### src/hw/rtl/assert_macros.svh
// Assertion helpers included by the top-level RTL file.
// Each check is sampled on the rising clock and switched off while reset is held.
`ifndef ASSERT_MACROS_SVH
`define ASSERT_MACROS_SVH

// Consequent must hold in the same cycle as the antecedent.
`define AST_IMP(label, ante, cons) \
    label: assert property (@(posedge i_clk) disable iff (!i_rst_n) (ante) |-> (cons)) \
        else $error("assertion failed");

// Consequent must hold in the cycle after the antecedent.
`define AST_NEXT(label, ante, cons) \
    label: assert property (@(posedge i_clk) disable iff (!i_rst_n) (ante) |=> (cons)) \
        else $error("assertion failed");

`endif

### src/hw/rtl/pit_pkg.sv
package pit_pkg;

    // Number of register stages from an accepted command to its result strobe.
    localparam int PIT_LATENCY = 4;

    // Result flags of one test.
    typedef struct packed {
        logic inside_res;
        logic degenerate;
    } t_pit_res;

endpackage

### src/hw/rtl/pit_diff.sv
module pit_diff
    import pit_pkg::*;
#(
    parameter int COORD_WIDTH = 16
) (
    input  logic                          i_clk,
    input  logic                          i_rst_n,
    input  logic                          i_valid,
    input  logic signed [COORD_WIDTH-1:0] i_ax,
    input  logic signed [COORD_WIDTH-1:0] i_ay,
    input  logic signed [COORD_WIDTH-1:0] i_bx,
    input  logic signed [COORD_WIDTH-1:0] i_by,
    input  logic signed [COORD_WIDTH-1:0] i_cx,
    input  logic signed [COORD_WIDTH-1:0] i_cy,
    input  logic signed [COORD_WIDTH-1:0] i_px,
    input  logic signed [COORD_WIDTH-1:0] i_py,
    output logic                          o_valid,
    output logic signed [COORD_WIDTH:0]   o_e0x,
    output logic signed [COORD_WIDTH:0]   o_e0y,
    output logic signed [COORD_WIDTH:0]   o_e1x,
    output logic signed [COORD_WIDTH:0]   o_e1y,
    output logic signed [COORD_WIDTH:0]   o_epx,
    output logic signed [COORD_WIDTH:0]   o_epy
);

    logic                        r_valid;
    logic signed [COORD_WIDTH:0] r_e0x, r_e0y, r_e1x, r_e1y, r_epx, r_epy;
    logic signed [COORD_WIDTH:0] n_e0x, n_e0y, n_e1x, n_e1y, n_epx, n_epy;

    // Edge vectors relative to vertex a, one bit wider so they are exact.
    always_comb begin
        n_e0x = {i_cx[COORD_WIDTH-1], i_cx} - {i_ax[COORD_WIDTH-1], i_ax};
        n_e0y = {i_cy[COORD_WIDTH-1], i_cy} - {i_ay[COORD_WIDTH-1], i_ay};
        n_e1x = {i_bx[COORD_WIDTH-1], i_bx} - {i_ax[COORD_WIDTH-1], i_ax};
        n_e1y = {i_by[COORD_WIDTH-1], i_by} - {i_ay[COORD_WIDTH-1], i_ay};
        n_epx = {i_px[COORD_WIDTH-1], i_px} - {i_ax[COORD_WIDTH-1], i_ax};
        n_epy = {i_py[COORD_WIDTH-1], i_py} - {i_ay[COORD_WIDTH-1], i_ay};
    end

    // Stage one valid bit.
    always_ff @(posedge i_clk) begin
        if (!i_rst_n) begin
            r_valid <= 1'b0;
        end else begin
            r_valid <= i_valid;
        end
    end

    // Stage one payload.
    always_ff @(posedge i_clk) begin
        r_e0x <= n_e0x;
        r_e0y <= n_e0y;
        r_e1x <= n_e1x;
        r_e1y <= n_e1y;
        r_epx <= n_epx;
        r_epy <= n_epy;
    end

    assign o_valid = r_valid;
    assign o_e0x   = r_e0x;
    assign o_e0y   = r_e0y;
    assign o_e1x   = r_e1x;
    assign o_e1y   = r_e1y;
    assign o_epx   = r_epx;
    assign o_epy   = r_epy;

endmodule

### config.mk
export PLATFORM = sky130hd
export DESIGN_NAME = pit_diff
export DESIGN_NICKNAME = d
export VERILOG_FILES = /design/src/hw/rtl/assert_macros.svh /design/src/hw/rtl/pit_pkg.sv /design/src/hw/rtl/pit_diff.sv
export SDC_FILE = /design/constraint.sdc
export NUM_CORES = 1
export LEC_CHECK = 0
export ABC_AREA = 1
export BUFFER_PORTS_ARGS = -buffer_cell sky130_fd_sc_hd__buf_4
export CAP_MARGIN = 30
export CORE_MARGIN = 2
export CORE_UTILIZATION = 40
export DETAILED_ROUTE_END_ITERATION = 8
export PLACE_DENSITY_LB_ADDON = 0.25
export SETUP_SLACK_MARGIN = 0.4
export SYNTH_ARGS = -nofsm -noshare
export SYNTH_HDL_FRONTEND = slang
export SYNTH_SLANG_ARGS = --single-unit
### constraint.sdc
create_clock -name i_clk -period 3.3 [get_ports i_clk]
set_input_delay 0.165 -clock i_clk [delete_from_list [all_inputs] [get_ports i_clk]]
set_output_delay 0.165 -clock i_clk [all_outputs]
set_load 0.01 [all_outputs]
* Word-level counts from Yosys, hierarchy flattened
Index checks and enable logic that the tools add are counted.
Widths: inputs -> output; s select.
** Word-level totals
- Logic and storage cells :: 13
- Memory bits (writable) :: 0
- Output and inout port bits :: 103
- Flip-flop bits (word level) :: 103
- ROM bits :: 0
- Input bits :: 131
- Memories kept :: 0
- Latch bits :: 0
** Cells by class
- Reduce and logical (&&, ||, !) cells :: 0
- Add/sub/neg operators :: 6
- Multipliers :: 0
- $lt $le $gt $ge :: 0
- Equality and inequality tests :: 0
- Divide/modulo/power cells :: 0
- Multiplexer cells :: 0
- Shifts and indexed selects :: 0
- Bitwise gates (word level) :: 0
** Operators with widths (number)
- $sub 16x16->17 :: 6

* Logic depth before layout (Yosys ltp)
Gate-level depths: netlist of run 1.
- Word-level depth :: 1
- Gate-level depth with buffers :: 12
- Depth with buffers taken out :: 12

* Worst setup path before layout of run 1
Ideal clock, no wire load.
- Path kind :: in2reg
- Start :: in i_cy[0]
- End :: reg r_e0y[14] (netlist: o_e0y[14])
- Stages :: 11
- Buffers on the path :: 0
- Setup time :: 0.112 ns
- Data required time :: 3.188 ns
- Data arrival time :: 1.297 ns
- Setup slack :: 1.890 ns
- Cell sequence :: inv_1 ha_1 fa_1 inv_1 nand2_1 nand2_1 nand3_1 nand2_1 nand2_1 nand3_1 nand2_1
** Between the ends
- Word-level cells in the longest chain between the ends :: 1
** RTL lines
- from (decl) :: RTL line pit_diff.sv:14 : input logic signed [COORD_WIDTH-1:0] i_cy,
- $sub 16x16->17 :: RTL line pit_diff.sv:33 : n_e0y = {i_cy[COORD_WIDTH-1], i_cy} - {i_ay[COORD_WIDTH-1], i_ay};
- net n_e0y[14] :: RTL line pit_diff.sv:28 : logic signed [COORD_WIDTH:0] n_e0x, n_e0y, n_e1x, n_e1y, n_epx, n_epy;
- to (signal assigned) :: RTL line pit_diff.sv:52 : r_e0y <= n_e0y;
- to (decl) :: RTL line pit_diff.sv:27 : logic signed [COORD_WIDTH:0] r_e0x, r_e0y, r_e1x, r_e1y, r_epx, r_epy;
The timed path passes the listed nets, and every way through them passes these cells.
A chain may end at the register's enable or synchronous reset.

* Worst setup path in the final report of run 1
- Start :: in i_ax[0]
- End :: reg r_epx[12] (netlist: o_epx[12])
** Between the ends
- Word-level cells in the longest chain between the ends :: 1
** RTL lines
- from (decl) :: RTL line pit_diff.sv:9 : input logic signed [COORD_WIDTH-1:0] i_ax,
- $sub 16x16->17 :: RTL line pit_diff.sv:36 : n_epx = {i_px[COORD_WIDTH-1], i_px} - {i_ax[COORD_WIDTH-1], i_ax};
- net n_epx[12] :: RTL line pit_diff.sv:28
- to (signal assigned) :: RTL line pit_diff.sv:55 : r_epx <= n_epx;
- to (decl) :: RTL line pit_diff.sv:27
The timed path passes the listed nets, and every way through them passes these cells.

==> run_results.csv, run 1 <==
group,metric,value,unit
outcome,status,"completed",
power_and_ir_drop,leakage,6.74,nW
routing,drc_errors,0,
timing,period_minus_slack,1390,ps
clocking,clock_sinks,103,
layout,drive_above_1_share,0.157,
logic_synthesis,synth_nets,1578,
critical_path,cp.required,3550,ps
routing,wl,23100,um
routing,dr.pass1.iters,5,
logic_synthesis,synth-seq-cells,103,
placement,dp_hpwl,19900,um
clocking,htreeDepth,3,
routing,routed_via_density,4.43,
routing,route.detailed.wl_per_inst,12.4,um
timing,rsz0062_at_grt,"false",
logic_synthesis,ys_types,13,
routing,vias,8262,
routing,antenna_left,0,
power_and_ir_drop,ir_worst_vdd,0.238,mV
floorplan,rows,52,
timing,setup_slack,1910,ps
critical_path,end_kind,"flip-flop",
layout,fin_area,0.0105,mm^2
floorplan,die_area,0.0214,mm^2
layout,final_cell_mix,"563 x nand2_1, 329 x inv_1, 233 x buf_4, 103 x dfxtp_1, 96 x ha_1",
floorplan,start_util,0.404,
critical_path,slowest_delay,420,ps
critical_path,worstPathCellList,"buf_4 > ha_1 > fa_1 > inv_1 > nand2_1 > nand2_1 > nand3_1 > nand2_1 > nand2_1 > nand3_1 > nand2_1",
critical_path,cpMaxStageDelayCell,"fa_1",
placement,io_buffers,233,
timing,max_freq,0.722,GHz
routing,initialDrtViolationCount,356,
floorplan,io_pins,234,
timing,final_max_slew_viol_count,0,
clocking,cts_buffer_depth,2,
logic_synthesis,synthAdderAreaFrac,0.163,
clocking,postCtsSetupRepairBufs,0,
logic_synthesis,synth_top_family_by_area,"simple AND/OR/NAND/NOR gates",
floorplan,chipHeight,146,um
global_routing,track_usage,0.218,
global_routing,overflow,0,
placement,routabilityCongestion,0.923,
timing,hold_viol,0,
logic_synthesis,synthMuxAreaShare,0,
clocking,cts_root_buf,"clkbuf_16",
hold_path,hp-class,"in -> reg",
global_routing,grt_pass1_wl,37300,um
placement,place_area,0.0102,mm^2
global_routing,antenna_found_initial,0,
logic_synthesis,synthCells,1345,
clocking,cts_buffers,9,
logic_synthesis,synth.area.top_cells,"nand2_1 26%, dfxtp_1 25%, inv_1 15%",
clocking,cts_tree,"done",
critical_path,path_max_fanout,3,
layout,area_growth,29.5,%
timing,post-route-period-util,0.420,
logic_synthesis,seq_area_frac_synth,0.255,
power_and_ir_drop,p_per_area,414,mW/mm^2
logic_synthesis,synthXorXnorAreaFrac,0.0455,
clocking,cts.reportedPaths.clkPinSlew,80,ps
logic_synthesis,mappedNetlistArea,0.00809,mm^2
global_routing,grt_pass1_vias,7709,
critical_path,crit_type,"in -> reg",
logic_synthesis,synthSimpleGateAreaFrac,0.346,
logic_synthesis,yosysTopAreaCell,"nand2_1",
global_routing,grt_max_degree,18,
timing,slew_headroom,0.845,
timing,setup_viol,0,
layout,mostFrequentLayoutCell,"nand2_1",
floorplan,core_area,0.0200,mm^2
logic_synthesis,synth_compound_area_frac,0.0371,
critical_path,arrival,1640,ps
placement,dpl_worst_slack,1540,ps
logic_synthesis,syn-mean-instance-area,6.01,um^2
layout,fin_nets,1824,
job,cap_viol_max_count,0,
layout,num_antenna_cells,0,
logic_synthesis,yosysWarnings,0,
floorplan,fp.dieW,146,um
critical_path,startpoint_type,"input pin",
timing,setup-tns-final,0,ps
critical_path,path_common_cell,"nand2_1",
logic_synthesis,synth.top_cell.area_share,0.261,
timing,worst_slew_pin_slew,232,ps
[path summary, 6_finish.rpt]
check             startpoint   endpoint  slack [ps]  depth (start not counted)
hold / removal       i_ay[0]   o_e1y[0]         100                          3
setup / recovery     i_ax[0]  o_epx[12]        1910                         11
[logic make-up (layout without fill, tap and decap cells)]
logic type,count (synthesis),count (layout)
simple gates,709,709
fa+ha+maj,102,102
buf+inv,329,580
flops,103,103
xor+xnor,42,42
compound gates,60,60
[cell type report]
| class | count | area, um^2 |
|---|---|---|
| Tap cell | 270 | 338 |
| Timing Repair Buffer | 235 | 1770 |
| Clock inverter | 7 | 50.0 |
| Sequential cell | 103 | 2060 |
| Fill cell | 2070 | 9570 |
| Clock buffer | 9 | 225 |
| Multi-Input combinational cell | 913 | 4790 |
| Inverter | 329 | 1230 |
[state kept, by name, indices dropped and copies added, names as in the netlist]
signal / cells
o_e0x: 17
o_e0y: 17
o_e1x: 17
o_e1y: 17
o_epx: 17
o_epy: 17
o_valid: 1
[layer usage]
metal  routed length [um]  GRT usage
met4                  529     0.0621
met1                10100      0.269
met5                    0          0
met2                10800      0.380
met3                 1690     0.0503
[cells in the mapped netlist]
cell / instances
a21oi_1: 60
dfxtp_1: 103
fa_1: 6
ha_1: 96
inv_1: 329
nand2_1: 563
nand2_2: 2
nand3_1: 68
nor2_1: 44
nor3_1: 24
or2_1: 8
xnor2_1: 14
xor2_1: 28
[power breakdown]
group | internal [mW] | total, mW | switching, mW
combinational | 0.771 | 1.73 | 0.961
sequential | 1.49 | 1.57 | 0.0781
clock | 0.513 | 1.03 | 0.521
[stage by stage]
stage | instances | total power [mW] | hold slack [ps] | util
after floorplan | 1345 | 2.56 | 258 | -
after global placement | 1848 | 3.32 | 347 | 0.508
after detailed placement | 1848 | 3.33 | 354 | 0.508
after CTS | 1866 | 4.37 | 89.5 | 0.522
after global routing | 1866 | 4.65 | 93.2 | 0.522
final | 1866 | 4.33 | 102 | 0.522
[repair_timing]
action                    in CTS  in global routing
hold endpoints to repair       1                  0
hold buffers                   2                  0
resized for setup              0                  0
[critical path, delay by kind of cell]
family | cells | cell delay [ps]
buffers and inverters | 2 | 190
adders and majority gates | 2 | 680
and+or+nand+nor | 7 | 580
Power figures use the tool's default switching activity.
==> run 2, diff against run 1 <==
clock period = 1.2 ns   (was 3.3 ns; I/O delays follow)
==> run_results.csv, run 2 (synthesis gave the netlist of run 1 again) <==
group,metric,value,unit
global_routing,grt_pass1_wl,43300,um
routing,dr.pass1.iters,5,
routing,wl,30500,um
critical_path,cp.required,1460,ps
global_routing,grt_max_degree,17,
global_routing,grt_pass1_vias,9259,
layout,seq_area,0.00219,mm^2
timing,period_minus_slack,1130,ps
layout,mostFrequentLayoutCell,"nand2_1",
routing,drc_errors,0,
power_and_ir_drop,power,15.8,mW
floorplan,io_pins,234,
critical_path,startpoint_type,"input pin",
critical_path,path_max_fanout,4,
layout,drive_above_1_share,0.591,
timing,slew_headroom,0.824,
layout,area_growth,90.4,%
layout,utilization,0.768,
job,cap_viol_max_count,0,
global_routing,track_usage,0.250,
clocking,clock_sinks,103,
outcome,status,"completed",
critical_path,crit_family,"simple AND/OR/NAND/NOR gates",
floorplan,start_util,0.404,
routing,route.detailed.wl_per_inst,15.2,um
timing,max_freq,0.884,GHz
timing,post-route-period-util,0.943,
placement,routabilityCongestion,0.919,
placement,io_buffers,233,
critical_path,crit_type,"in -> reg",
routing,initialDrtViolationCount,426,
timing,setup-tns-final,0,ps
layout,fin_area,0.0154,mm^2
floorplan,die_area,0.0214,mm^2
timing,setup_viol,0,
critical_path,cpMaxStageDelayCell,"ha_4",
floorplan,rows,52,
floorplan,chipHeight,146,um
clocking,cts.reportedPaths.clkPinSlew,80,ps
clocking,cts_tree,"done",
global_routing,antenna_found_initial,0,
global_routing,overflow,0,
timing,hold_viol,0,
timing,final_max_slew_viol_count,0,
layout,nFillCells,1313,
critical_path,end_kind,"flip-flop",
timing,worst_slew_pin_slew,264,ps
layout,fin_nets,1963,
critical_path,arrival,1390,ps
critical_path,critPathBufInv,3,
layout,final_cells,2005,
clocking,htreeDepth,3,
critical_path,path_common_cell,"nand2_1",
routing,antenna_left,0,
placement,place_area,0.0122,mm^2
power_and_ir_drop,leakage,8.15,nW
placement,dp_cells,1946,
hold_path,hp-class,"in -> reg",
timing,rsz0062_at_grt,"true",
floorplan,fp.dieW,146,um
power_and_ir_drop,p_per_area,1020,mW/mm^2
power_and_ir_drop,ir_worst_vdd,0.749,mV
layout,multiInputGateArea,0.00770,mm^2
placement,dp_hpwl,20800,um
critical_path,slowest_delay,300,ps
routing,routed_via_density,4.81,
layout,final_cell_mix,"325 x nand2_1, 244 x inv_1, 220 x buf_4, 146 x nand2_2, 132 x buf_6",
clocking,cts_buffer_depth,2,
layout,num_antenna_cells,0,
floorplan,core_area,0.0200,mm^2
clocking,cts_root_buf,"clkbuf_16",
routing,vias,9644,
critical_path,worstPathCellList,"buf_6 > clkinvlp_4 > ha_4 > nand2_1 > nand2_1 > inv_1 > nand2_1 > a21oi_1 > nand2_1 > nand2_1 > nand2_1",
clocking,cts_buffers,9,
## run 2: final cells by class
class / count / share of cell area
clock buffer: 12 / 0.0160
clock inverter: 4 / 0.00349
timing repair buffer: 374 / 0.224
inverter: 329 / 0.0926
tap: 270 / 0.0219
multi-input combinational: 913 / 0.500
sequential: 103 / 0.142
## run 2: final timing paths
| kind | startpoint | end | slack (ps) | cells after the start |
|---|---|---|---|---|
| setup / recovery | i_ay[9] | o_epy[14] | 70 | 11 |
| hold / removal | i_bx[8] | o_e1x[8] | 30 | 3 |
## run 2: metal layers
| metal | wire length, um | global-route usage | share of wire | vias to the layer above |
|---|---|---|---|---|
| li1 | - | - | - | 4770 |
| met1 | 12000 | 0.288 | 0.39 | 4447 |
| met2 | 15300 | 0.452 | 0.50 | 335 |
| met3 | 1900 | 0.0563 | 0.062 | 92 |
| met4 | 1330 | 0.0947 | 0.043 | 0 |
| met5 | 0 | 0 | 0 | - |
## run 2: power breakdown
part	switching [mW]	internal, mW
registers	0.361	4.24
logic	4.02	3.99
clock network	1.47	1.69
## run 2: what timing repair did
item	4_1_cts	5_1_grt
gates cloned	0	0
buffers inserted	12	23
resized for setup	462	310
endpoints found under the setup margin	182	183
hold buffers	8	0
hold endpoints to repair	7	0
pin swaps	182	184
## run 2: per-stage QoR
| step | setup slack, ps | hold WS [ps] |
|---|---|---|
| global placement | -390 | 235 |
| finish | 68.4 | 31.5 |
| floorplan | -42.6 | 153 |
| global route | -4.24 | 37.1 |
| CTS | 161 | 21.2 |
| detailed placement | -445 | 255 |
