### config.mk
export PLATFORM = sky130hd
export DESIGN_NAME = pit_decide
export DESIGN_NICKNAME = d
export VERILOG_FILES = /design/src/hw/rtl/assert_macros.svh /design/src/hw/rtl/pit_pkg.sv /design/src/hw/rtl/pit_decide.sv
export SDC_FILE = /design/constraint.sdc
export NUM_CORES = 1
export LEC_CHECK = 0
export BUFFER_PORTS_ARGS = -buffer_cell sky130_fd_sc_hd__buf_2
export CORE_UTILIZATION = 56
export DETAILED_ROUTE_END_ITERATION = 10
export PLACE_DENSITY = 0.89
export SYNTH_ARGS = -nofsm -noshare
export SYNTH_HDL_FRONTEND = slang
export SYNTH_SLANG_ARGS = --single-unit
### constraint.sdc
create_clock -name i_clk -period 9 [get_ports i_clk]
set_input_delay 0.45 -clock i_clk [delete_from_list [all_inputs] [get_ports i_clk]]
set_output_delay 0.45 -clock i_clk [all_outputs]
set_load 0.02 [all_outputs]
### src/hw/rtl/assert_macros.svh
// Assertion helpers included by the top-level RTL file.
// Each check is sampled on the rising clock and switched off while reset is held.
`ifndef ASSERT_MACROS_SVH
`define ASSERT_MACROS_SVH

// Consequent must hold in the same cycle as the antecedent.
`define AST_IMP(label, ante, cons) \
    label: assert property (@(posedge i_clk) disable iff (!i_rst_n) (ante) |-> (cons)) \
        else $error("assertion failed");

// Consequent must hold in the cycle after the antecedent.
`define AST_NEXT(label, ante, cons) \
    label: assert property (@(posedge i_clk) disable iff (!i_rst_n) (ante) |=> (cons)) \
        else $error("assertion failed");

`endif

### src/hw/rtl/pit_pkg.sv
package pit_pkg;

    // Number of register stages from an accepted command to its result strobe.
    localparam int PIT_LATENCY = 4;

    // Result flags of one test.
    typedef struct packed {
        logic inside_res;
        logic degenerate;
    } t_pit_res;

endpackage

### src/hw/rtl/pit_decide.sv
module pit_decide
    import pit_pkg::*;
#(
    parameter int COORD_WIDTH = 16
) (
    input  logic                            i_clk,
    input  logic                            i_rst_n,
    input  logic                            i_valid,
    input  logic signed [2*COORD_WIDTH+2:0] i_x,
    input  logic signed [2*COORD_WIDTH+2:0] i_s,
    input  logic signed [2*COORD_WIDTH+2:0] i_t,
    output logic                            o_valid,
    output t_pit_res                        o_res
);

    localparam int CW = 2 * COORD_WIDTH + 3;
    localparam int SW = CW + 1;

    logic                 r_valid;
    t_pit_res             r_res;
    t_pit_res             n_res;
    logic                 x_zero, x_pos, s_ok, t_ok, mag_ok;
    logic signed [SW-1:0] sum_st;
    logic signed [SW-1:0] x_ext;

    // Sign tests and the magnitude compare. With S and T both carrying the
    // sign of X, |S+T| < |X| reduces to a one-sided compare against X.
    always_comb begin
        x_zero = (i_x == '0);
        x_pos  = !i_x[CW-1];
        s_ok   = x_pos ? (!i_s[CW-1] && (i_s != '0)) : i_s[CW-1];
        t_ok   = x_pos ? (!i_t[CW-1] && (i_t != '0)) : i_t[CW-1];
        sum_st = {i_s[CW-1], i_s} + {i_t[CW-1], i_t};
        x_ext  = {i_x[CW-1], i_x};
        mag_ok = x_pos ? (sum_st < x_ext) : (sum_st > x_ext);
        n_res.degenerate = i_valid && x_zero;
        n_res.inside_res = i_valid && !x_zero && s_ok && t_ok && mag_ok;
    end

    // Result register; flags read zero when no result is presented.
    always_ff @(posedge i_clk) begin
        if (!i_rst_n) begin
            r_valid <= 1'b0;
            r_res   <= '0;
        end else begin
            r_valid <= i_valid;
            r_res   <= n_res;
        end
    end

    assign o_valid = r_valid;
    assign o_res   = r_res;

endmodule

# ---- Yosys cells after proc, flatten, opt, wreduce, memory -nomap -nowiden
# Index checks and enable logic that the tools add are counted.
dict set report word_totals {
  regBits 3
  in_bits 108
  output_inout_bits 3
}
dict set report op_classes {
  addsub 1
  magnitude_cmp 2
  mux 3
  reduce_logical 13
}
# operator count
set ops {}
lappend ops {{$reduce_bool 35->1} 2}
lappend ops {{$add 35x35->36} 1}
lappend ops {{$gt 36x35->1} 1}
lappend ops {{$lt 36x35->1} 1}
lappend ops {{$logic_not 35->1} 1}
lappend ops {{$logic_and 1x1->1} 7}
lappend ops {{$logic_not 1->1} 3}
lappend ops {{$mux 1} 3}

# ---- Logic depth before layout (Yosys ltp)
# Gate-level depths: netlist (run 1).
dict set report depth {
  word_depth 6
  depth_mapped 19
}

# ---- Least setup slack after synthesis (run 1)
# OpenSTA, ideal clock, no wires.
dict set report synth_timing {
  path_kind {input -> register}
  start {input port i_s[0]}
  end {register r_res (netlist bit o_res[1])}
  arrival_time_ns 3.937
  required_time_ns 8.879
  setup_slack_ns 4.943
  path_stages 19
  path_cell_list {ha_1 > fa_1 > a21oi_1 > o21ai_0 > nor2_1 > o21ai_2 > a211oi_2 > o31ai_2 > a211oi_1 > xnor2_1 > ha_1 > nand4_1 > or2_1 > nor2_1 > nand2_1 > o311a_1 > o221ai_1 > xor2_1 > mux2_2}
}
dict set report synth_between {
  elab_chain_cells 6
  elab_cells_between_ends 10
  cone_classes {add/sub (1); order compare (2); mux (2); reduce/logical (5)}
}
# item line
set synth_rtl {}
lappend synth_rtl {{from (decl)} pit_decide.sv:10} ;# input logic signed [2*COORD_WIDTH+2:0] i_s,
lappend synth_rtl {{branches (longest 5 deep; another with $add 35x35->36)} --}
lappend synth_rtl {{$logic_and 1x1->1 (*)} pit_decide.sv:37} ;# n_res.inside_res = i_valid && !x_zero && s_ok && t_ok && mag_ok;
lappend synth_rtl {{to (signal assigned)} pit_decide.sv:47} ;# r_res <= n_res;
lappend synth_rtl {{to (decl)} pit_decide.sv:20} ;# t_pit_res r_res;
# Every way passes the cells marked *.
# A chain may end at the register's enable or synchronous reset.

# ---- Worst setup path after layout (run 1)
# Ends and elaborated chain as after synthesis.

==> results of run 1 <==
-- synth_stat cells, types with 2 or more instances --
cell       n  area share (%)
ha_1      71              29
nand4_1   14             2.9
a21o_1    28             6.9
nand3_1   12             2.0
o21ai_2    2            0.57
nand2_1   20             2.5
nor4_1    28             5.7
or2_1      2            0.41
nor3_1     5            0.82
o21ai_0   10             1.6
nor2_1    25             3.1
o31ai_2    2            0.82
buf_2      2            0.33
xnor2_1   23             6.6
a211oi_1   2            0.49
a21oi_1   43             7.1
a31oi_1    4            0.82
nor2_2     2            0.41
nor2b_1    4            0.82
nand2b_1   4            0.82
nand3b_1   2            0.49
o31ai_1    2            0.49
or4_1      3            0.74
inv_1     45             5.5
xor2_1     7             2.0
o21ai_1    2            0.33
o311a_1    3            0.99
dfxtp_1    3             2.0
o31a_1     2            0.57
and3_1     4            0.82
o21a_1     4            0.99
o21bai_1   3            0.74
o211ai_1   2            0.49
-- kinds of logic (layout without fill, tap and decap cells) --
| family | after synthesis | after routing | synth area share, % |
|---|---|---|---|
| fa+ha+maj | 72 | 72 | 29.8 |
| simple gates | 134 | 134 | 24.1 |
| buf+inv | 48 | 159 | 5.99 |
| mux | 2 | 2 | 0.698 |
| xor+xnor | 30 | 30 | 8.62 |
| compound gates | 124 | 124 | 28.9 |
| flops | 3 | 3 | 1.97 |
-- per-layer routing --
layer / routed length (um) / vias to the layer above
li1: - / 1789
met3: 606 / 14
met4: 128 / 0
met1: 3950 / 1665
met2: 4470 / 175
met5: 0 / -
-- flip-flops by register name, summed over array words and instances, names as in the netlist --
register / cells
o_res: 2
o_valid: 1
-- final cells by class --
cell class	count	area (sq um)	share of cell area (%)
multi-input cells	362	2810	75.5
repair buffers	110	551	14.8
inverters	45	169	4.54
well taps	70	87.6	2.36
flip-flops and latches	3	60.1	1.62
clock buffers	4	45.0	1.21
-- worst min-delay path by stage --
stage | end | cells past startpoint
2_1_floorplan | o_valid | 2
3_3_place_gp | o_valid | 3
3_5_place_dp | o_valid | 3
4_1_cts | o_valid | 3
5_1_grt | o_valid | 3
6_report | o_valid | 3
-- power by group --
| group | internal (mW) | switching (mW) |
|---|---|---|
| clock network | 0.0304 | 0.0105 |
| registers | 0.0138 | 0.000155 |
| logic | 0.127 | 0.151 |
| total | 0.172 | 0.162 |
-- through the flow --
stage / power [mW] / hold WS [ns]
2_1_floorplan: 0.209 / 0.591
3_3_place_gp: 0.277 / 0.711
3_5_place_dp: 0.286 / 0.720
4_1_cts: 0.329 / 0.500
5_1_grt: 0.365 / 0.532
6_report: 0.333 / 0.500
-- critical path: cells and delay by family --
family	cells	cell delay, ns
XOR/XNOR	2	0.35
AND/OR/NAND/NOR	5	0.98
AO/OA/AOI/OAI	7	1.41
adder cells (fa/ha/maj)	3	0.92
multiplexers	1	0.34
buffers and inverters	1	0.11
==> flow_summary.yaml, run 1 <==
worst_setup_path:
  crit_path_cell_trace: "buf_2, ha_1, fa_1, a21oi_1, o21ai_0, nor2_1, o21ai_2, and2_1, a41oi_1, o21ai_0, xor2_1, ha_1, nand4_1, nor3_1, nand2_1, o311a_1, o221ai_1, xor2_1, mux2_2"
  crit_path_max_incr_delay_ns: 0.41
  cp.required_ns: 9.11
  end_kind: "flip-flop"
  worst_ep_arrival_time_ns: 4.56
  critical_path.endpoint: "o_res[1]"
  worst-path-max-fanout: 4
  cp-start-kind: "input pin"
  crit_path_start: "i_s[0]"
  crit_slowest_cell: "fa_1"
  crit_type: "input pin to flip-flop"
final_layout:
  final_area_sq_um: 3720
  final_cell_mix: "110 x buf_2, 71 x ha_1, 45 x inv_1, 43 x a21oi_1"
  diodes: 0
  fillers: 434
  syn2layout_area_growth_pct: 22.0
  finish.utilization_pct: 71.9
  drive_above_1_share_pct: 25.0
  final_common_cell: "buf_2"
  layout.cells.non_filler: 594
  nets: 705
synth:
  yosysSeqAreaShare_pct: 1.97
  synth_cell_types: 61
  synthCells: 413
  ys_ff_latch: 3
  synth_enable_flop_cells: 0
  synth_nets: 593
  syn_area_sq_um: 3050
  synth_warnings: 0
  synth.avg_cell_area_sq_um: 7.38
  ys_async_sr_fraction_pct: 0
  synth-main-ff-cell: "dfxtp_1"
placement:
  dpl-instance-area_sq_um: 3670
  hpwlAfterDp_um: 8120
  port_buffers: 110
  dp_slack_ns: 4.39
  placed_cells: 590
  routabilityCongestion: 0.924
detailed_routing:
  totalWireLength_um: 9150
  firstDrtPassIters: 6
  viasPerCell: 6.13
  drc: 0
  ant_nets: 0
  wire_per_inst_um: 15.4
  drt_iter0_markers: 131
  vias: 3643
sta:
  slew_headroom_pct: 62.2
  setup_violations: 0
  min_period_ns: 4.46
  finalWorstSetupSlack_ns: 4.54
  tightestPinTransition_ns: 0.563
  maxSlewViolCount: 0
  max_freq_mhz: 224
  hold_viol: 0
  rsz0062_at_grt: "false"
  setup_tns_ns: 0
  period_share_pct: 49.5
cts:
  root_buffer: "clkbuf_8"
  cts-buffers-inserted: 3
  post_cts_buffers: 0
  cts_buffer_depth: 2
  htreeDepth: 1
  postCtsHoldBufs: 0
  clk_pin_slew_ns: 0.04
  cts_tree: "done"
  cts-resized-gates: 0
  clock-sinks: 3
global_routing:
  busiest_layer: "met2"
  met3_usage_pct: 1.72
  use_met1_pct: 39.5
  grt_use_met2_pct: 60.6
  antenna_found_initial: 0
  grt_overflow: 0
  grt_pass1_wl_um: 14200
  grt_usage_pct: 32.0
  grt_pass1_vias: 3341
  grt_max_degree: 8
run_status:
  status: "finished, final reports clean"
floorplan:
  row_count: 26
  die-width_um: 75.8
  start_util_pct: 58.9
  core_area_sq_um: 5170
  fp.dieArea_sq_um: 5740
  die_y_um: 75.8
  io-pin-count: 111
pwr:
  total_leakage_power_nw: 1.98
  p_per_area_nw_per_um2: 89.7
  ir_drop_mv: 0.0466
flow_run:
  max_cap_viol_count: 0
min_path:
  hp-class: "input pin to flip-flop"
  min_from: "i_rst_n"
No activity file was read; power rests on OpenSTA's default activity.
==> run 2: changes to the inputs <==
--- a/config.mk
+++ b/config.mk
@@ -6,9 +6,9 @@
 export NUM_CORES = 1
 export LEC_CHECK = 0
 export BUFFER_PORTS_ARGS = -buffer_cell sky130_fd_sc_hd__buf_2
-export CORE_UTILIZATION = 56
+export CORE_UTILIZATION = 52
 export DETAILED_ROUTE_END_ITERATION = 10
-export PLACE_DENSITY = 0.89
+export PLACE_DENSITY = 0.83
 export SYNTH_ARGS = -nofsm -noshare
 export SYNTH_HDL_FRONTEND = slang
 export SYNTH_SLANG_ARGS = --single-unit
==> constraint.sdc (replaced) <==
create_clock -name i_clk -period 4.3 [get_ports i_clk]
set_input_delay 0.215 -clock i_clk [delete_from_list [all_inputs] [get_ports i_clk]]
set_output_delay 0.215 -clock i_clk [all_outputs]
set_load 0.02 [all_outputs]
==> flow_summary.yaml, run 2 (same netlist as run 1, synthesis figures left out) <==
global_routing:
  grt_overflow: 0
  grt_max_degree: 8
  grt_usage_pct: 30.4
  antenna_found_initial: 0
  grt_pass1_vias: 3413
  grt_pass1_wl_um: 15000
detailed_routing:
  viasPerCell: 5.94
  dr_wl_met3_um: 672
  wl_met2_um: 4360
  m1WireLength_um: 4070
  ant_nets: 0
  drt_iter0_markers: 135
  top_layer: "met4"
  drc: 0
  firstDrtPassIters: 4
  wire_per_inst_um: 15.4
  totalWireLength_um: 9300
  vias: 3576
placement:
  hpwlAfterDp_um: 8260
  port_buffers: 110
  routabilityCongestion: 0.920
  dpl-instance-area_sq_um: 3720
cts:
  cts_buffer_depth: 2
  cts-buffers-inserted: 3
  clock-sinks: 3
  root_buffer: "clkbuf_8"
  cts_tree: "done"
  htreeDepth: 1
  clk_pin_slew_ns: 0.04
  postCtsHoldBufs: 0
sta:
  slew_headroom_pct: 65.0
  period_share_pct: 92.8
  min_period_ns: 3.99
  max_freq_mhz: 251
  maxSlewViolCount: 0
  setup_violations: 0
  tightestPinTransition_ns: 0.520
  hold_ws_ns: 0.266
  hold_viol: 0
  rsz0062_at_grt: "false"
  setup_tns_ns: 0
pwr:
  total_leakage_power_nw: 2.01
  p_per_area_nw_per_um2: 187
  ir_drop_mv: 0.133
  power_mw: 0.712
floorplan:
  fp.dieArea_sq_um: 6170
  core_area_sq_um: 5570
  die_y_um: 78.6
  die-width_um: 78.6
  io-pin-count: 111
  row_count: 27
  start_util_pct: 54.7
worst_setup_path:
  crit_type: "input pin to flip-flop"
  end_kind: "flip-flop"
  worst_ep_arrival_time_ns: 4.11
  cp.required_ns: 4.42
  cp-start-kind: "input pin"
  worst-path-max-fanout: 4
final_layout:
  largest_register_ffs: 2
  drive_above_1_share_pct: 27.4
  final_common_cell: "buf_2"
  fillers: 492
  syn2layout_area_growth_pct: 24.7
  diodes: 0
  final_cell_mix: "110 x buf_2, 69 x ha_1, 45 x inv_1, 42 x a21oi_1, 28 x a21o_1"
  nets: 711
  final_area_sq_um: 3800
min_path:
  hp-class: "input pin to flip-flop"
run_status:
  status: "finished, final reports clean"
flow_run:
  max_cap_viol_count: 0
-- run 2: cell count changes in the layout (fill, tap and decap cells not counted), sizes merged --
cell and delta:
buf +6
-- run 2: layout make-up --
type | count | area [sq um] | share of cell area (%)
Clock buffer | 4 | 45.0 | 1.18
Multi-Input combinational cell | 362 | 2840 | 74.8
Sequential cell | 3 | 60.1 | 1.58
Timing Repair Buffer | 116 | 596 | 15.7
Tap cell | 72 | 90.1 | 2.37
Inverter | 45 | 169 | 4.44
-- run 2: through the flow --
stage	instances	setup WS [ns]	utilization, %
CTS	602	0.210	67.5
floorplan	413	0.478	-
detailed placement	598	-0.0216	66.7
finish	602	0.310	68.2
global route	602	0.00728	68.2
global placement	598	0.0601	66.7
-- run 2: path summary, 6_finish.rpt --
path / start / to / slack, ns / cells after the start
hold / removal: i_valid / o_valid / 0.27 / 3
setup / recovery: i_s[4] / o_res[1] / 0.31 / 19
-- run 2: timing repair --
| action | CTS | global route |
|---|---|---|
| hold endpoints to repair | 0 | 0 |
| setup endpoints to repair | 0 | 1 |
| gates resized for setup | 0 | 11 |
| setup buffers | 0 | 0 |
-- run 2: power breakdown --
group	total, mW	switching, mW	internal [mW]
clock network	0.0928	0.0286	0.0641
logic	0.590	0.317	0.273
registers	0.0293	0.000353	0.0289
total	0.712	0.346	0.366
-- run 2: worst max-delay path, cell delays in order --
cell       delay (ns)
buf_2            0.11
ha_1             0.38
a2111oi_2        0.39
o31a_1           0.20
nor3_2           0.06
o21ai_1          0.18
o211ai_2         0.18
a221oi_4         0.38
nor2_2           0.07
o31ai_2          0.23
ha_1             0.20
nand4_1          0.11
or2_1            0.25
nor2_1           0.10
nand2_1          0.07
o311a_1          0.36
o221ai_1         0.09
xor2_1           0.19
mux2_2           0.34
-- run 2: metal layers --
layer / track usage [%] / vias up
met5: 0 / -
met4: 6.67 / 0
met3: 3.95 / 17
met2: 53.5 / 150
met1: 38.8 / 1609
li1: - / 1800
==> run 3: changes to the inputs <==
--- a/config.mk
+++ b/config.mk
@@ -8,7 +8,7 @@
 export BUFFER_PORTS_ARGS = -buffer_cell sky130_fd_sc_hd__buf_2
 export CORE_UTILIZATION = 52
 export DETAILED_ROUTE_END_ITERATION = 10
-export PLACE_DENSITY = 0.83
+export PLACE_DENSITY = 0.81
 export SYNTH_ARGS = -nofsm -noshare
 export SYNTH_HDL_FRONTEND = slang
 export SYNTH_SLANG_ARGS = --single-unit
==> flow_summary.yaml, run 3 (same netlist as run 1, synthesis figures left out) <==
placement:
  port_buffers: 110
  hpwlAfterDp_um: 8220
  routabilityCongestion: 0.930
  placed_cells: 597
final_layout:
  multi_input_area_sq_um: 2850
  regArea_sq_um: 60.1
  syn2layout_area_growth_pct: 24.6
  fillers: 506
  largest_register_ffs: 2
  layout.cells.non_filler: 601
  nets: 710
  final_cell_mix: "110 x buf_2, 70 x ha_1, 45 x inv_1, 41 x a21oi_1"
  diodes: 0
  drive_above_1_share_pct: 27.4
  final_common_cell: "buf_2"
sta:
  hold_viol: 0
  maxSlewViolCount: 0
  max_freq_mhz: 247
  setup_violations: 0
  rsz0062_at_grt: "false"
  setup_tns_ns: 0
  min_period_ns: 4.05
  period_share_pct: 94.1
  tightestPinTransition_ns: 0.544
  slew_headroom_pct: 63.4
detailed_routing:
  drc: 0
  dr_wl_met3_um: 671
  m1WireLength_um: 4150
  firstDrtPassIters: 5
  ant_nets: 0
  viasPerCell: 6.05
  totalWireLength_um: 9390
  top_layer: "met4"
  drt_iter0_markers: 175
  wl_met2_um: 4450
  wire_per_inst_um: 15.6
  vias: 3636
worst_setup_path:
  end_kind: "flip-flop"
  worst-path-max-fanout: 6
  worst_ep_arrival_time_ns: 4.15
  cp-start-kind: "input pin"
  cp.required_ns: 4.41
  crit_type: "input pin to flip-flop"
cts:
  clk_pin_slew_ns: 0.04
  cts-buffers-inserted: 3
  cts_buffer_depth: 2
  cts_tree: "done"
  clock-sinks: 3
  htreeDepth: 1
  root_buffer: "clkbuf_8"
  postCtsHoldBufs: 0
pwr:
  power_mw: 0.708
  p_int_mw: 0.366
  p_switching_mw: 0.342
  p_per_area_nw_per_um2: 186
  total_leakage_power_nw: 2.01
  seqPwrFrac_pct: 4.2
  p_clk_share_pct: 12.1
  ir_drop_mv: 0.145
  p_comb_share_pct: 83.7
  switching_share_pct: 48.3
global_routing:
  grt_max_degree: 8
  grt_overflow: 0
  antenna_found_initial: 0
  grt_pass1_wl_um: 15100
  grt_pass1_vias: 3439
  grt_usage_pct: 30.0
floorplan:
  fp.dieArea_sq_um: 6170
  row_count: 27
  io-pin-count: 111
  start_util_pct: 54.7
  core_area_sq_um: 5570
  die_y_um: 78.6
  die-width_um: 78.6
flow_run:
  max_cap_viol_count: 0
run_status:
  status: "finished, final reports clean"
min_path:
  hp-class: "input pin to flip-flop"
## run 3: cell count changes in the layout (fill, tap and decap cells not counted), sizes merged
cell / delta
buf: -1
## run 3: power groups by stage
stage	clock, mW	combinational [mW]	sequential, mW
2_1_floorplan	0	0.406	0.0309
3_3_place_gp	0	0.559	0.0297
3_5_place_dp	0	0.570	0.0298
4_1_cts	0.0849	0.576	0.0294
5_1_grt	0.0911	0.660	0.0294
6_report	0.0860	0.592	0.0294
## run 3: cell type report
| class | count | share of cell area, % |
|---|---|---|
| Timing Repair Buffer | 115 | 15.5 |
| Multi-Input combinational cell | 362 | 74.9 |
| Tap cell | 72 | 2.37 |
| Clock buffer | 4 | 1.19 |
| Inverter | 45 | 4.45 |
| Sequential cell | 3 | 1.58 |
## run 3: final timing paths
check / start / endpoint / slack (ns) / depth (start not counted)
worst min-delay path: i_valid / o_valid / 0.26 / 3
worst max-delay path: i_s[19] / o_res[1] / 0.25 / 19
## run 3: repair_timing
item / in CTS / in global routing
gates resized for setup: 0 / 12
buffers inserted: 0 / 0
setup endpoints to repair: 0 / 1
## run 3: stage by stage
stage | cell area [sq um] | hold WS [ns] | utilization [%] | worst slack, ns
6_report | 3800 | 0.264 | 68.1 | 0.254
4_1_cts | 3760 | 0.266 | 67.4 | 0.230
2_1_floorplan | 3050 | 0.356 | - | 0.478
5_1_grt | 3800 | 0.287 | 68.1 | 0.00742
3_3_place_gp | 3710 | 0.462 | 66.6 | 0.0701
3_5_place_dp | 3710 | 0.486 | 66.6 | 0.0316
## run 3: worst max-delay path, cell delays in order
cell	delay, ns
buf_2	0.10
ha_1	0.38
and3_4	0.21
a221oi_2	0.36
a21oi_1	0.16
o21ai_2	0.15
o211ai_2	0.18
a221oi_4	0.39
nor2_2	0.07
o31ai_2	0.23
ha_1	0.21
nand4_1	0.11
or2_1	0.26
nor2_1	0.10
nand2_1	0.07
o311a_1	0.34
o221ai_1	0.09
xor2_1	0.18
mux2_2	0.35
## run 3: layer usage
layer,GRT usage (%),vias up
met5,0,-
met4,4.63,0
met1,40.2,1671
met2,52.3,154
met3,2.67,12
li1,-,1799
